--- config.mk ---
export PLATFORM = sky130hd
export DESIGN_NAME = battery_indicator_controller
export DESIGN_NICKNAME = d
export VERILOG_FILES = /design/src/hw/rtl/bic_pkg.sv /design/src/hw/rtl/battery_indicator_controller.sv /design/src/hw/rtl/bic_front.sv /design/src/hw/rtl/bic_queue.sv /design/src/hw/rtl/bic_back.sv
export SDC_FILE = /design/constraint.sdc
export NUM_CORES = 1
export LEC_CHECK = 0
export ABC_AREA = 1
export BUFFER_PORTS_ARGS = -buffer_cell sky130_fd_sc_hd__buf_4
export CAP_MARGIN = 25
export CORE_MARGIN = 2
export CORE_UTILIZATION = 61
export CTS_CLUSTER_SIZE = 14
export DETAILED_ROUTE_END_ITERATION = 6
export PLACE_DENSITY = 0.79
export SLEW_MARGIN = 20
export SYNTH_ARGS = -nofsm -noshare
export SYNTH_HDL_FRONTEND = slang
export SYNTH_SLANG_ARGS = --single-unit
--- constraint.sdc ---
create_clock -name clock -period 11.94 [get_ports clock]
set_clock_uncertainty 0.05 [all_clocks]
set_input_delay 2.985 -clock clock [delete_from_list [all_inputs] [get_ports clock]]
set_output_delay 2.985 -clock clock [all_outputs]
set_load 0.01 [all_outputs]
--- src/hw/rtl/bic_pkg.sv ---
// ----------------------------------------------------------------------------
// bic_pkg
// Shared types, register indexes, reset values and helpers for the battery
// indicator controller.
// ----------------------------------------------------------------------------
package bic_pkg;

   // Widths fixed by the overlay interface.
   localparam int unsigned LevelWidth = 7;
   localparam int unsigned ColorWidth = 32;
   localparam int unsigned TicksWidth = 16;
   localparam int unsigned AttrWidth  = 3;
   localparam int unsigned AttrCount  = 5;
   localparam int unsigned CsrIndexWidth = 3;
   localparam int unsigned CsrDataWidth  = 32;

   localparam int unsigned CountWidthDefault = 16;

   // Depth of the queue between the front and back parts.
   localparam int unsigned QueueDepth      = 4;
   localparam int unsigned QueuePtrWidth   = $clog2(QueueDepth);
   localparam int unsigned QueueCountWidth = $clog2(QueueDepth + 1);

   localparam logic [LevelWidth-1:0] LevelFull = 7'd100;

   // Overlay attribute codes.
   localparam logic [AttrWidth-1:0] AttrColor    = 3'd0;
   localparam logic [AttrWidth-1:0] AttrPercent  = 3'd1;
   localparam logic [AttrWidth-1:0] AttrShowPct  = 3'd2;
   localparam logic [AttrWidth-1:0] AttrCharging = 3'd3;
   localparam logic [AttrWidth-1:0] AttrEnable   = 3'd4;

   // Register indexes.
   localparam logic [CsrIndexWidth-1:0] CsrGaugeReliable = 3'd0;
   localparam logic [CsrIndexWidth-1:0] CsrLowLevel      = 3'd1;
   localparam logic [CsrIndexWidth-1:0] CsrBlinkHalf     = 3'd2;
   localparam logic [CsrIndexWidth-1:0] CsrShowTicks     = 3'd3;
   localparam logic [CsrIndexWidth-1:0] CsrNormalColor   = 3'd4;
   localparam logic [CsrIndexWidth-1:0] CsrAlertColor    = 3'd5;

   // Register reset values.
   localparam logic                  GaugeReliableReset = 1'b1;
   localparam logic [LevelWidth-1:0] LowLevelReset      = 7'd10;
   localparam logic [TicksWidth-1:0] BlinkHalfReset     = 16'd500;
   localparam logic [TicksWidth-1:0] ShowTicksReset     = 16'd3000;
   localparam logic [ColorWidth-1:0] NormalColorReset   = 32'hffff_ffff;
   localparam logic [ColorWidth-1:0] AlertColorReset    = 32'hffff_0000;

   typedef struct packed {
      logic                  sample_valid;
      logic [LevelWidth-1:0] level_reading;
      logic                  is_charging;
      logic                  app_active;
      logic                  key_pressed;
   } bic_req_type;

   typedef struct packed {
      logic [AttrWidth-1:0]  attribute;
      logic [ColorWidth-1:0] value;
      logic                  last;
   } bic_rsp_type;

   typedef struct packed {
      logic                  gauge_reliable;
      logic [LevelWidth-1:0] low_level;
      logic [TicksWidth-1:0] blink_half_ticks;
      logic [TicksWidth-1:0] show_ticks;
      logic [ColorWidth-1:0] normal_color;
      logic [ColorWidth-1:0] alert_color;
   } bic_cfg_type;

   // One set of overlay writes: a bit per attribute that changed, plus values.
   typedef struct packed {
      logic [AttrCount-1:0]  mask;
      logic [ColorWidth-1:0] color;
      logic [LevelWidth-1:0] percent;
      logic                  show_flag;
      logic                  charging;
      logic                  enable;
   } bic_entry_type;

   // Rounds a percentage (at most 100) to the nearest quarter, halves rounding up.
   function automatic logic [LevelWidth-1:0] bic_quarter(input logic [LevelWidth-1:0] cap);
      logic [LevelWidth-1:0] result;
      if (cap >= 7'd88) begin
         result = 7'd100;
      end else if (cap >= 7'd63) begin
         result = 7'd75;
      end else if (cap >= 7'd38) begin
         result = 7'd50;
      end else if (cap >= 7'd13) begin
         result = 7'd25;
      end else begin
         result = 7'd0;
      end
      return result;
   endfunction

endpackage

--- src/hw/rtl/battery_indicator_controller.sv ---
// ----------------------------------------------------------------------------
// battery_indicator_controller
// Battery-level overlay controller: one request per time tick, a response per
// overlay attribute that changed.
// ----------------------------------------------------------------------------
// A request is taken in any cycle in which the internal queue has room: the
// front part updates the level, mode and countdowns in the accepting cycle and
// queues the attributes that changed, so requests may arrive back to back.
// Each request produces zero to five responses in the order colour, percent,
// show percent, charging, enable, the final one marked by last. The response
// serializer sends one response per cycle while the output is not stalled by
// rsp_ready; an accepted request passes through the queue, the current-set
// register and the response register, and up to four requests wait in the
// queue. Registers may be written only while no responses are pending.
// ----------------------------------------------------------------------------
module battery_indicator_controller #(
   parameter int unsigned COUNT_WIDTH = bic_pkg::CountWidthDefault
) (
   input  logic                                 clock,
   input  logic                                 reset,
   input  logic                                 req_valid,
   output logic                                 req_ready,
   input  bic_pkg::bic_req_type                 req_data,
   output logic                                 rsp_valid,
   input  logic                                 rsp_ready,
   output bic_pkg::bic_rsp_type                 rsp_data,
   input  logic                                 csr_write_en,
   input  logic [bic_pkg::CsrIndexWidth-1:0]    csr_index,
   input  logic [bic_pkg::CsrDataWidth-1:0]     csr_wdata
);
   import bic_pkg::*;

   bic_cfg_type   cfg_ff, cfg_in;
   bic_entry_type push_entry, head_entry;
   logic          push, pop, q_empty, q_full;

   always_comb begin
      cfg_in = cfg_ff;
      if (csr_write_en) begin
         case (csr_index)
            CsrGaugeReliable: cfg_in.gauge_reliable   = csr_wdata[0];
            CsrLowLevel:      cfg_in.low_level        = csr_wdata[LevelWidth-1:0];
            CsrBlinkHalf:     cfg_in.blink_half_ticks = csr_wdata[TicksWidth-1:0];
            CsrShowTicks:     cfg_in.show_ticks       = csr_wdata[TicksWidth-1:0];
            CsrNormalColor:   cfg_in.normal_color     = csr_wdata[ColorWidth-1:0];
            CsrAlertColor:    cfg_in.alert_color      = csr_wdata[ColorWidth-1:0];
            default:          cfg_in = cfg_ff;
         endcase
      end
   end

   always_ff @(posedge clock) begin
      if (reset) begin
         cfg_ff.gauge_reliable   <= GaugeReliableReset;
         cfg_ff.low_level        <= LowLevelReset;
         cfg_ff.blink_half_ticks <= BlinkHalfReset;
         cfg_ff.show_ticks       <= ShowTicksReset;
         cfg_ff.normal_color     <= NormalColorReset;
         cfg_ff.alert_color      <= AlertColorReset;
      end else begin
         cfg_ff <= cfg_in;
      end
   end

   bic_front #(
      .COUNT_WIDTH (COUNT_WIDTH)
   ) u_front (
      .clock       (clock),
      .reset       (reset),
      .req_valid   (req_valid),
      .req_ready   (req_ready),
      .req_data    (req_data),
      .cfg         (cfg_ff),
      .queue_full  (q_full),
      .queue_push  (push),
      .queue_entry (push_entry)
   );

   bic_queue u_queue (
      .clock      (clock),
      .reset      (reset),
      .push       (push),
      .push_entry (push_entry),
      .pop        (pop),
      .head_entry (head_entry),
      .empty      (q_empty),
      .full       (q_full)
   );

   bic_back u_back (
      .clock       (clock),
      .reset       (reset),
      .head_entry  (head_entry),
      .queue_empty (q_empty),
      .queue_pop   (pop),
      .rsp_valid   (rsp_valid),
      .rsp_ready   (rsp_ready),
      .rsp_data    (rsp_data)
   );

endmodule

--- src/hw/rtl/bic_front.sv ---
// ----------------------------------------------------------------------------
// bic_front
// Takes one tick per request, updates the indicator state and countdowns, and
// queues the set of overlay attributes that changed.
// ----------------------------------------------------------------------------
module bic_front #(
   parameter int unsigned COUNT_WIDTH = bic_pkg::CountWidthDefault
) (
   input  logic                  clock,
   input  logic                  reset,
   input  logic                  req_valid,
   output logic                  req_ready,
   input  bic_pkg::bic_req_type  req_data,
   input  bic_pkg::bic_cfg_type  cfg,
   input  logic                  queue_full,
   output logic                  queue_push,
   output bic_pkg::bic_entry_type queue_entry
);
   import bic_pkg::*;

   localparam logic [32:0] CountMaxWide = (33'd1 << COUNT_WIDTH) - 33'd1;
   localparam logic [COUNT_WIDTH-1:0] CountOne = COUNT_WIDTH'(1);

   // Loads into the countdowns saturate at the counter width.
   function automatic logic [COUNT_WIDTH-1:0] count_load(input logic [TicksWidth-1:0] v);
      logic [32:0] wide;
      wide = 33'(v);
      if (wide > CountMaxWide) begin
         return CountMaxWide[COUNT_WIDTH-1:0];
      end
      return wide[COUNT_WIDTH-1:0];
   endfunction

   logic [LevelWidth-1:0]  shown_level_ff, shown_level_in;
   logic                   charging_now_ff, charging_now_in;
   logic                   app_owns_ff, app_owns_in;
   logic                   blink_phase_ff, blink_phase_in;
   logic [COUNT_WIDTH-1:0] blink_count_ff, blink_count_in;
   logic [COUNT_WIDTH-1:0] show_count_ff, show_count_in;
   logic                   pushed_valid_ff;
   logic [ColorWidth-1:0]  pushed_color_ff;
   logic [LevelWidth-1:0]  pushed_percent_ff;
   logic                   pushed_show_ff, pushed_charging_ff, pushed_enable_ff;

   logic [LevelWidth-1:0]  cap;
   logic [COUNT_WIDTH-1:0] blink_work;
   logic                   accept;
   bic_entry_type          entry;

   assign req_ready   = !queue_full;
   assign accept      = req_valid && req_ready;
   assign queue_push  = accept && (entry.mask != '0);
   assign queue_entry = entry;

   always_comb begin
      cap = (req_data.level_reading > LevelFull) ? LevelFull : req_data.level_reading;
      if (!cfg.gauge_reliable) begin
         cap = bic_quarter(cap);
      end

      charging_now_in = charging_now_ff;
      app_owns_in     = app_owns_ff;
      shown_level_in  = shown_level_ff;
      if (req_data.sample_valid) begin
         charging_now_in = req_data.is_charging;
         app_owns_in     = req_data.app_active;
         if (req_data.is_charging || (cap < shown_level_ff)) begin
            shown_level_in = cap;
         end
      end

      entry.color     = cfg.normal_color;
      entry.percent   = shown_level_in;
      entry.show_flag = 1'b1;
      entry.charging  = 1'b0;
      entry.enable    = 1'b0;
      blink_phase_in  = blink_phase_ff;
      blink_work      = blink_count_ff;

      if (charging_now_in) begin
         entry.charging  = 1'b1;
         entry.show_flag = cfg.gauge_reliable;
         entry.enable    = 1'b1;
      end else if (shown_level_in < cfg.low_level) begin
         entry.color = cfg.alert_color;
         if (blink_count_ff == '0) begin
            blink_phase_in = !blink_phase_ff;
            blink_work     = count_load(cfg.blink_half_ticks);
         end
         entry.enable = blink_phase_in;
      end else if (show_count_ff != '0) begin
         entry.enable = 1'b1;
      end

      if (app_owns_in) begin
         entry.enable = 1'b0;
      end

      entry.mask[AttrColor]    = !pushed_valid_ff || (entry.color != pushed_color_ff);
      entry.mask[AttrPercent]  = !pushed_valid_ff || (entry.percent != pushed_percent_ff);
      entry.mask[AttrShowPct]  = !pushed_valid_ff || (entry.show_flag != pushed_show_ff);
      entry.mask[AttrCharging] = !pushed_valid_ff || (entry.charging != pushed_charging_ff);
      entry.mask[AttrEnable]   = !pushed_valid_ff || (entry.enable != pushed_enable_ff);

      blink_count_in = (blink_work != '0) ? (blink_work - CountOne) : blink_work;
      show_count_in  = (show_count_ff != '0) ? (show_count_ff - CountOne) : show_count_ff;
      // A key press shows the overlay from the next tick on.
      if (req_data.key_pressed && !charging_now_in && (shown_level_in >= cfg.low_level)) begin
         show_count_in = count_load(cfg.show_ticks);
      end
   end

   always_ff @(posedge clock) begin
      if (reset) begin
         shown_level_ff  <= LevelFull;
         charging_now_ff <= 1'b0;
         app_owns_ff     <= 1'b0;
         blink_phase_ff  <= 1'b0;
         blink_count_ff  <= '0;
         show_count_ff   <= '0;
         pushed_valid_ff <= 1'b0;
      end else if (accept) begin
         shown_level_ff  <= shown_level_in;
         charging_now_ff <= charging_now_in;
         app_owns_ff     <= app_owns_in;
         blink_phase_ff  <= blink_phase_in;
         blink_count_ff  <= blink_count_in;
         show_count_ff   <= show_count_in;
         pushed_valid_ff <= 1'b1;
      end
   end

   always_ff @(posedge clock) begin
      if (accept) begin
         pushed_color_ff    <= entry.color;
         pushed_percent_ff  <= entry.percent;
         pushed_show_ff     <= entry.show_flag;
         pushed_charging_ff <= entry.charging;
         pushed_enable_ff   <= entry.enable;
      end
   end

endmodule

--- src/hw/rtl/bic_queue.sv ---
// ----------------------------------------------------------------------------
// bic_queue
// Small first-in first-out queue of pending attribute write sets between the
// front and back parts.
// ----------------------------------------------------------------------------
module bic_queue (
   input  logic                   clock,
   input  logic                   reset,
   input  logic                   push,
   input  bic_pkg::bic_entry_type push_entry,
   input  logic                   pop,
   output bic_pkg::bic_entry_type head_entry,
   output logic                   empty,
   output logic                   full
);
   import bic_pkg::*;

   localparam logic [QueueCountWidth-1:0] CountFull = QueueCountWidth'(QueueDepth);
   localparam logic [QueuePtrWidth-1:0]   PtrLast   = QueuePtrWidth'(QueueDepth - 1);

   bic_entry_type              slot_ff [QueueDepth];
   logic [QueuePtrWidth-1:0]   wr_ptr_ff, wr_ptr_in;
   logic [QueuePtrWidth-1:0]   rd_ptr_ff, rd_ptr_in;
   logic [QueueCountWidth-1:0] count_ff, count_in;
   logic                       do_push, do_pop;

   assign empty      = (count_ff == '0);
   assign full       = (count_ff == CountFull);
   assign do_push    = push && !full;
   assign do_pop     = pop && !empty;
   assign head_entry = slot_ff[rd_ptr_ff];

   always_comb begin
      wr_ptr_in = wr_ptr_ff;
      rd_ptr_in = rd_ptr_ff;
      count_in  = count_ff;
      if (do_push) begin
         wr_ptr_in = (wr_ptr_ff == PtrLast) ? '0 : (wr_ptr_ff + 1'b1);
      end
      if (do_pop) begin
         rd_ptr_in = (rd_ptr_ff == PtrLast) ? '0 : (rd_ptr_ff + 1'b1);
      end
      if (do_push && !do_pop) begin
         count_in = count_ff + 1'b1;
      end else if (do_pop && !do_push) begin
         count_in = count_ff - 1'b1;
      end
   end

   always_ff @(posedge clock) begin
      if (reset) begin
         wr_ptr_ff <= '0;
         rd_ptr_ff <= '0;
         count_ff  <= '0;
      end else begin
         wr_ptr_ff <= wr_ptr_in;
         rd_ptr_ff <= rd_ptr_in;
         count_ff  <= count_in;
      end
   end

   always_ff @(posedge clock) begin
      if (do_push) begin
         slot_ff[wr_ptr_ff] <= push_entry;
      end
   end

endmodule

--- src/hw/rtl/bic_back.sv ---
// ----------------------------------------------------------------------------
// bic_back
// Walks the changed attributes of each queued write set in attribute order
// and presents them one per cycle when not stalled, via a response register.
// ----------------------------------------------------------------------------
module bic_back (
   input  logic                   clock,
   input  logic                   reset,
   input  bic_pkg::bic_entry_type head_entry,
   input  logic                   queue_empty,
   output logic                   queue_pop,
   output logic                   rsp_valid,
   input  logic                   rsp_ready,
   output bic_pkg::bic_rsp_type   rsp_data
);
   import bic_pkg::*;

   bic_entry_type        cur_ff, cur_in;
   logic [AttrCount-1:0] rem_ff, rem_in;
   logic                 rsp_valid_ff, rsp_valid_in;
   bic_rsp_type          rsp_ff, rsp_in;

   logic                 slot_free, emit;
   logic [AttrCount-1:0] rem_after;
   logic [AttrWidth-1:0] pick;

   assign slot_free = !rsp_valid_ff || rsp_ready;
   assign emit      = slot_free && (rem_ff != '0);
   assign rsp_valid = rsp_valid_ff;
   assign rsp_data  = rsp_ff;

   always_comb begin
      pick = AttrEnable;
      for (int i = AttrCount - 1; i >= 0; i--) begin
         if (rem_ff[i]) begin
            pick = AttrWidth'(i);
         end
      end
      rem_after       = rem_ff;
      rem_after[pick] = 1'b0;

      rsp_in.attribute = pick;
      rsp_in.last      = (rem_after == '0);
      case (pick)
         AttrColor:    rsp_in.value = cur_ff.color;
         AttrPercent:  rsp_in.value = ColorWidth'(cur_ff.percent);
         AttrShowPct:  rsp_in.value = ColorWidth'(cur_ff.show_flag);
         AttrCharging: rsp_in.value = ColorWidth'(cur_ff.charging);
         AttrEnable:   rsp_in.value = ColorWidth'(cur_ff.enable);
         default:      rsp_in.value = '0;
      endcase

      rsp_valid_in = slot_free ? emit : rsp_valid_ff;

      // The next set is taken as soon as the current one is used up, so the
      // output keeps moving without a gap cycle.
      queue_pop = !queue_empty && ((rem_ff == '0) || (emit && (rem_after == '0)));
      rem_in    = emit ? rem_after : rem_ff;
      cur_in    = cur_ff;
      if (queue_pop) begin
         cur_in = head_entry;
         rem_in = head_entry.mask;
      end
   end

   always_ff @(posedge clock) begin
      if (reset) begin
         rem_ff       <= '0;
         rsp_valid_ff <= 1'b0;
      end else begin
         rem_ff       <= rem_in;
         rsp_valid_ff <= rsp_valid_in;
      end
   end

   always_ff @(posedge clock) begin
      cur_ff <= cur_in;
      if (emit) begin
         rsp_ff <= rsp_in;
      end
   end

endmodule
Word level (Yosys, flattened, before mapping)
Memory sizes are Yosys's and may differ from the RTL's. A register that Yosys moved wholly into a read port is not among the register bits.
Cells that the tools add are included.

word-level totals
  register bits after elaboration = 280
  RAM bits = 188
  input port bits = 51
  output and inout bits = 38
  word-level logic and storage cells = 158
  memories = 1

operators by class
  $add $sub $neg = 6
  order comparisons = 10
  equality and inequality tests = 17
  muxes and demuxes = 41
  bitwise gates (word level) = 3
  reductions and logical operators = 49

memories
  memory           depth  bits a word  rd ports  clocked after Yosys merged registers in  wr ports  RTL line         RTL
  u_queue.slot_ff  4      47           1         1                                        1         bic_queue.sv:21  bic_entry_type slot_ff [QueueDepth];

operators with widths
  operator                                             count
  one-hot mux 32 bit (5 select lines)                  1
  two-way mux 16 bit                                   6
  two-way mux 32 bit                                   2
  two-way mux 7 bit                                    7
  != test 32 bit                                       1
  nonzero test 16 bit                                  2
  subtractor 16 x 1 -> 16 bit, second input constant   2
  two-way mux 3 bit                                    6
  logical NOT 16 bit                                   1
  two-way mux 5 bit                                    3
  >= comparator 7 x 6 -> 1 bit, second input constant  2
  < comparator 7 bit                                   2
  AND reduction 2 bit                                  7
  == test 3 x 2 -> 1 bit, second input constant        4
  == test 3 bit, second input constant                 4
  logical AND 1 bit                                    12
  logical NOT 5 bit                                    2
  two-way mux 1 bit                                    10
  two-way mux 2 bit                                    5
  nonzero test 5 bit                                   2
  logical NOT 3 bit                                    3
  logical NOT 1 bit                                    8
  logical OR 1 bit                                     8
  >= comparator 7 x 4 -> 1 bit, second input constant  1
  18 further kinds                                     25

Longest topological paths before layout
  depth in word-level cells = 25
  gate-level depth with buffers = 51

Modules after synthesis
A second synthesis with hierarchy kept.

second synthesis, totals
  cell total of the unflattened synthesis = 2,064
  area, all modules = 20,538.4 um^2

modules (own cells, without submodules)
  module                        times used  cells an instance  area each (um^2)  sequential area each (um^2)
  bic_queue                     1           526                7,880.1           5,825.6
  bic_front                     1           800                5,728.0           2,122.0
  battery_indicator_controller  1           529                3,882.5           2,082.0
  bic_back                      1           209                3,047.9           2,462.4

Least setup slack after synthesis
Ideal clock, no wire load.

  path type = input to register
  from = input req_data[6] in the netlist's numbering
  to = memory u_queue.slot_ff[0][0] in the netlist's numbering, enable pin
  arrival = 9.023 ns
  data required time = 11.438 ns
  slack = 2.415 ns
  stages = 42
  cells stage by stage = nor2_1 > nand2_1 > nand2_2 > nand3_1 > nor3_1 > nor2_2 > nand2_1 > nor2_1 > a31oi_1 > inv_1 > ha_1 > a21oi_1 > nor2_1 > a211oi_1 > nand2_1 > nand2_2 > buf_6 > nand3b_1 > (+6 left out) > nand2_1 > nor2_8 > inv_4 > buf_2 > nand2_1 > nand2_1 > inv_1 > o22ai_1 > nor2_1 > nand2_1 > nor2_1 > nand2_1 > nor2_1 > nand2_1 > nor3_2 > nand3_2 > nand2_1 > nor2_1

RTL lines
  item             RTL line                            RTL
  start, declared  battery_indicator_controller.sv:23  input bic_pkg::bic_req_type req_data,
  end, declared    bic_queue.sv:21

==> impl_metrics.toml <==
[timing]
fin_setup_tns_ns = 0
worstMarginPinSlew_ns = 0.969
period_share_pct = 83.7
relSlewSlack_pct = 35.2
setup_viol = 0
layout_min_cycle_time_ns = 9.99
rsz0062_at_grt = "no"
fmax_ghz = 0.100
hold_viol_final = 0
hold_ws_ns = 0.398
slew_viol_final = 0

[yosys]
yosysSeqAreaShare_pct = 64.2
ys_types = 50
synth_nets = 2018
synth_edf_count = 308
ys_warn_count = 0
synth-seq-cells = 470
synthArstFlopShare_pct = 0
syn-cell-area_mm2 = 0.0195
avgSynthCellArea_um2 = 10.0
synth_ff_type = "edfxtp_1"
synthCells = 1944

[layout]
final_common_cell = "nand2_1"
area_delta_synth_final_pct = 13.5
finalNetCount = 2091
drive_above_1_share_pct = 11.0
n_fill_cell = 2213
antenna_cells = 0
stdcell_count = 2457
final_cell_mix = "nand2_1 (396), edfxtp_1 (308), nor2_1 (233)"

[placement]
place_congestion = 0.931
dp_cells = 2366
dp_hpwl_um = 27500
port_buffers = 88

[global_route]
grt_start_max_net_pins = 122
grt_pass1_vias = 13500
grt_pass1_wl_um = 70300
antenna_found_initial = 0
gr-usage-all-layers_pct = 26.5
grt-ovfl-total = 0

[power_and_ir_drop]
p_per_area_mw_per_mm2 = 227
p_comb_share_pct = 25.4
p_leak_nw = 9.07
power_frac_clock_pct = 29.0
p_switching_mw = 1.59
irDropWorstVdd_v = 0.000138
p_seq_share_pct = 45.6
intPower_mw = 3.41
swShare_pct = 31.9
total_power_mw = 5.00

[drt]
drt-initial-drc-count = 1606
firstDrtPassIters = 5
routed_wl_um = 44400
wl_per_cell_um = 18.1
drc = 0
via_per_inst = 5.80
dr_total_vias = 14200
ant_nets = 0

[clocking]
clk_pin_slew_worst_paths_ns = 0.06
cts_tree = "built"
clock_path_buffers = 3
clk_latency_ns = 0.56
cts-root-buf = "clkbuf_16"
clock-sinks = 470
cts.htree.levels = 2
numCtsBuffers = 47
post_cts_buffers = 0
cts_resized = 0
cts_hold_buf = 0

[critical_path]
worstSetupEndpointType = "register"
cp-start-kind = "input port"
critPathTopFamily = "simple AND/OR/NAND/NOR gates"
path_common_cell = "nand2_1"
path_class = "in2reg"
reg2reg_depth = 35
path_depth = 43
worst-path-max-fanout = 34
required_ns = 12.34
slowest_delay_ns = 0.44
cp.buffers_inverters = 5
cp.arrival_ns = 10.39
cp_slowest_cell = "nor3_1"

[die]
die_area_mm2 = 0.0334
initial_core_util_pct = 61.9
rows = 65
core-area_mm2 = 0.0315
io_pins = 89
die_w_um = 183
die_y_um = 183

[hold_path]
hold_path_depth = 2
hold_class = "reg2reg"

[outcome]
status = "finished clean"

[run]
cap_violations = 0
==> tightest hold or removal path, delay by kind of cell, from the launching register on <==
kind	cells	cell delay (ns)
compound gates	1	0.05
flops	1	0.31
buf+inv	1	0.05
==> flip-flops by register name, summed over array words and instances (netlist names), 3 cells and up, named ones only <==
| name | flops |
|---|---|
| u_queue.slot_ff | 188 |
| cfg_ff | 104 |
| u_back.cur_ff | 42 |
| u_back.rsp_data | 36 |
| u_front.pushed_color_ff | 32 |
| u_front.blink_count_ff | 16 |
| u_front.show_count_ff | 16 |
| u_front.pushed_percent_ff | 7 |
| u_front.shown_level_ff | 7 |
| u_back.rem_ff | 5 |
| u_queue.count_ff | 3 |
==> cells by family after synthesis <==
logic type	after synthesis	synth area share (%)
adders and majority gates	23	1.52
and+or+nand+nor	793	17.1
muxes	1	0.0514
xor gates and xnor gates	38	1.71
DFF	470	64.2
AOI/OAI and AO/OA	363	10.4
buffers and inverters	256	5.11
==> routing by layer <==
metal / up-vias / track usage (%) / routed length (um)
met5: - / 0 / 0
met4: 0 / 8.81 / 1220
met3: 93 / 3.95 / 3690
met2: 645 / 44.2 / 21300
met1: 6740 / 36.0 / 18200
li1: 6765 / - / -
==> synthesized netlist by cell type, types with 4 or more instances <==
master | instances | share of area [%]
a211oi_1 | 10 | 0.39
dfxtp_1 | 162 | 17
nand3_1 | 100 | 2.6
o211ai_1 | 5 | 0.19
inv_1 | 160 | 3.1
nand3b_1 | 7 | 0.27
nand2_1 | 397 | 7.7
o22ai_1 | 53 | 1.7
nand2_2 | 9 | 0.29
o21ai_0 | 191 | 4.9
a32o_1 | 7 | 0.36
xnor2_1 | 18 | 0.81
a21oi_1 | 68 | 1.7
nor2_1 | 238 | 4.6
nor4_1 | 6 | 0.19
clkinv_1 | 5 | 0.096
nor3_1 | 11 | 0.28
buf_2 | 5 | 0.13
a31oi_1 | 13 | 0.42
clkbuf_1 | 75 | 1.4
buf_1 | 4 | 0.077
nand4_1 | 8 | 0.26
xor2_1 | 20 | 0.90
nor2_4 | 4 | 0.23
ha_1 | 22 | 1.4
edfxtp_1 | 308 | 48
==> worst paths after layout <==
| kind | slack, ns | from | endpoint |
|---|---|---|---|
| setup / recovery | 1.95 | req_data[6] | u_queue.count_ff[1] |
| hold / removal | 0.40 | cfg_ff[95] | cfg_ff[95] |
| setup reg to reg | 4.52 | cfg_ff[103] | u_queue.count_ff[1] |
| hold reg to reg | 0.40 | cfg_ff[95] | cfg_ff[95] |
==> power groups by stage <==
stage | Clock (mW) | Sequential, mW | Combinational (mW)
final | 1.45 | 2.28 | 1.27
after CTS | 1.46 | 2.28 | 1.27
after global routing | 1.53 | 2.31 | 1.42
after global placement | 0 | 2.30 | 1.21
after detailed placement | 0 | 2.31 | 1.25
after floorplan | 0 | 2.32 | 0.809
==> final cells by class <==
class	instances	area [um^2]	area share (%)
clock buffer	71	1390	6.28
clock inverter	16	151	0.685
inverter	169	641	2.90
multi-input combinational	1218	6020	27.2
sequential	470	12500	56.5
tap	402	503	2.28
timing repair buffer	111	901	4.08
==> stage by stage <==
stage | util (%) | cell area, um^2 | setup WS, ns
after floorplan | - | 19500 | 2.41
after global placement | 65.0 | 20500 | 1.87
after detailed placement | 65.0 | 20500 | 1.53
after CTS | 69.9 | 22000 | 2.07
after global routing | 70.2 | 22100 | 1.29
final | 70.2 | 22100 | 1.95
Power figures use the tool's default switching activity.
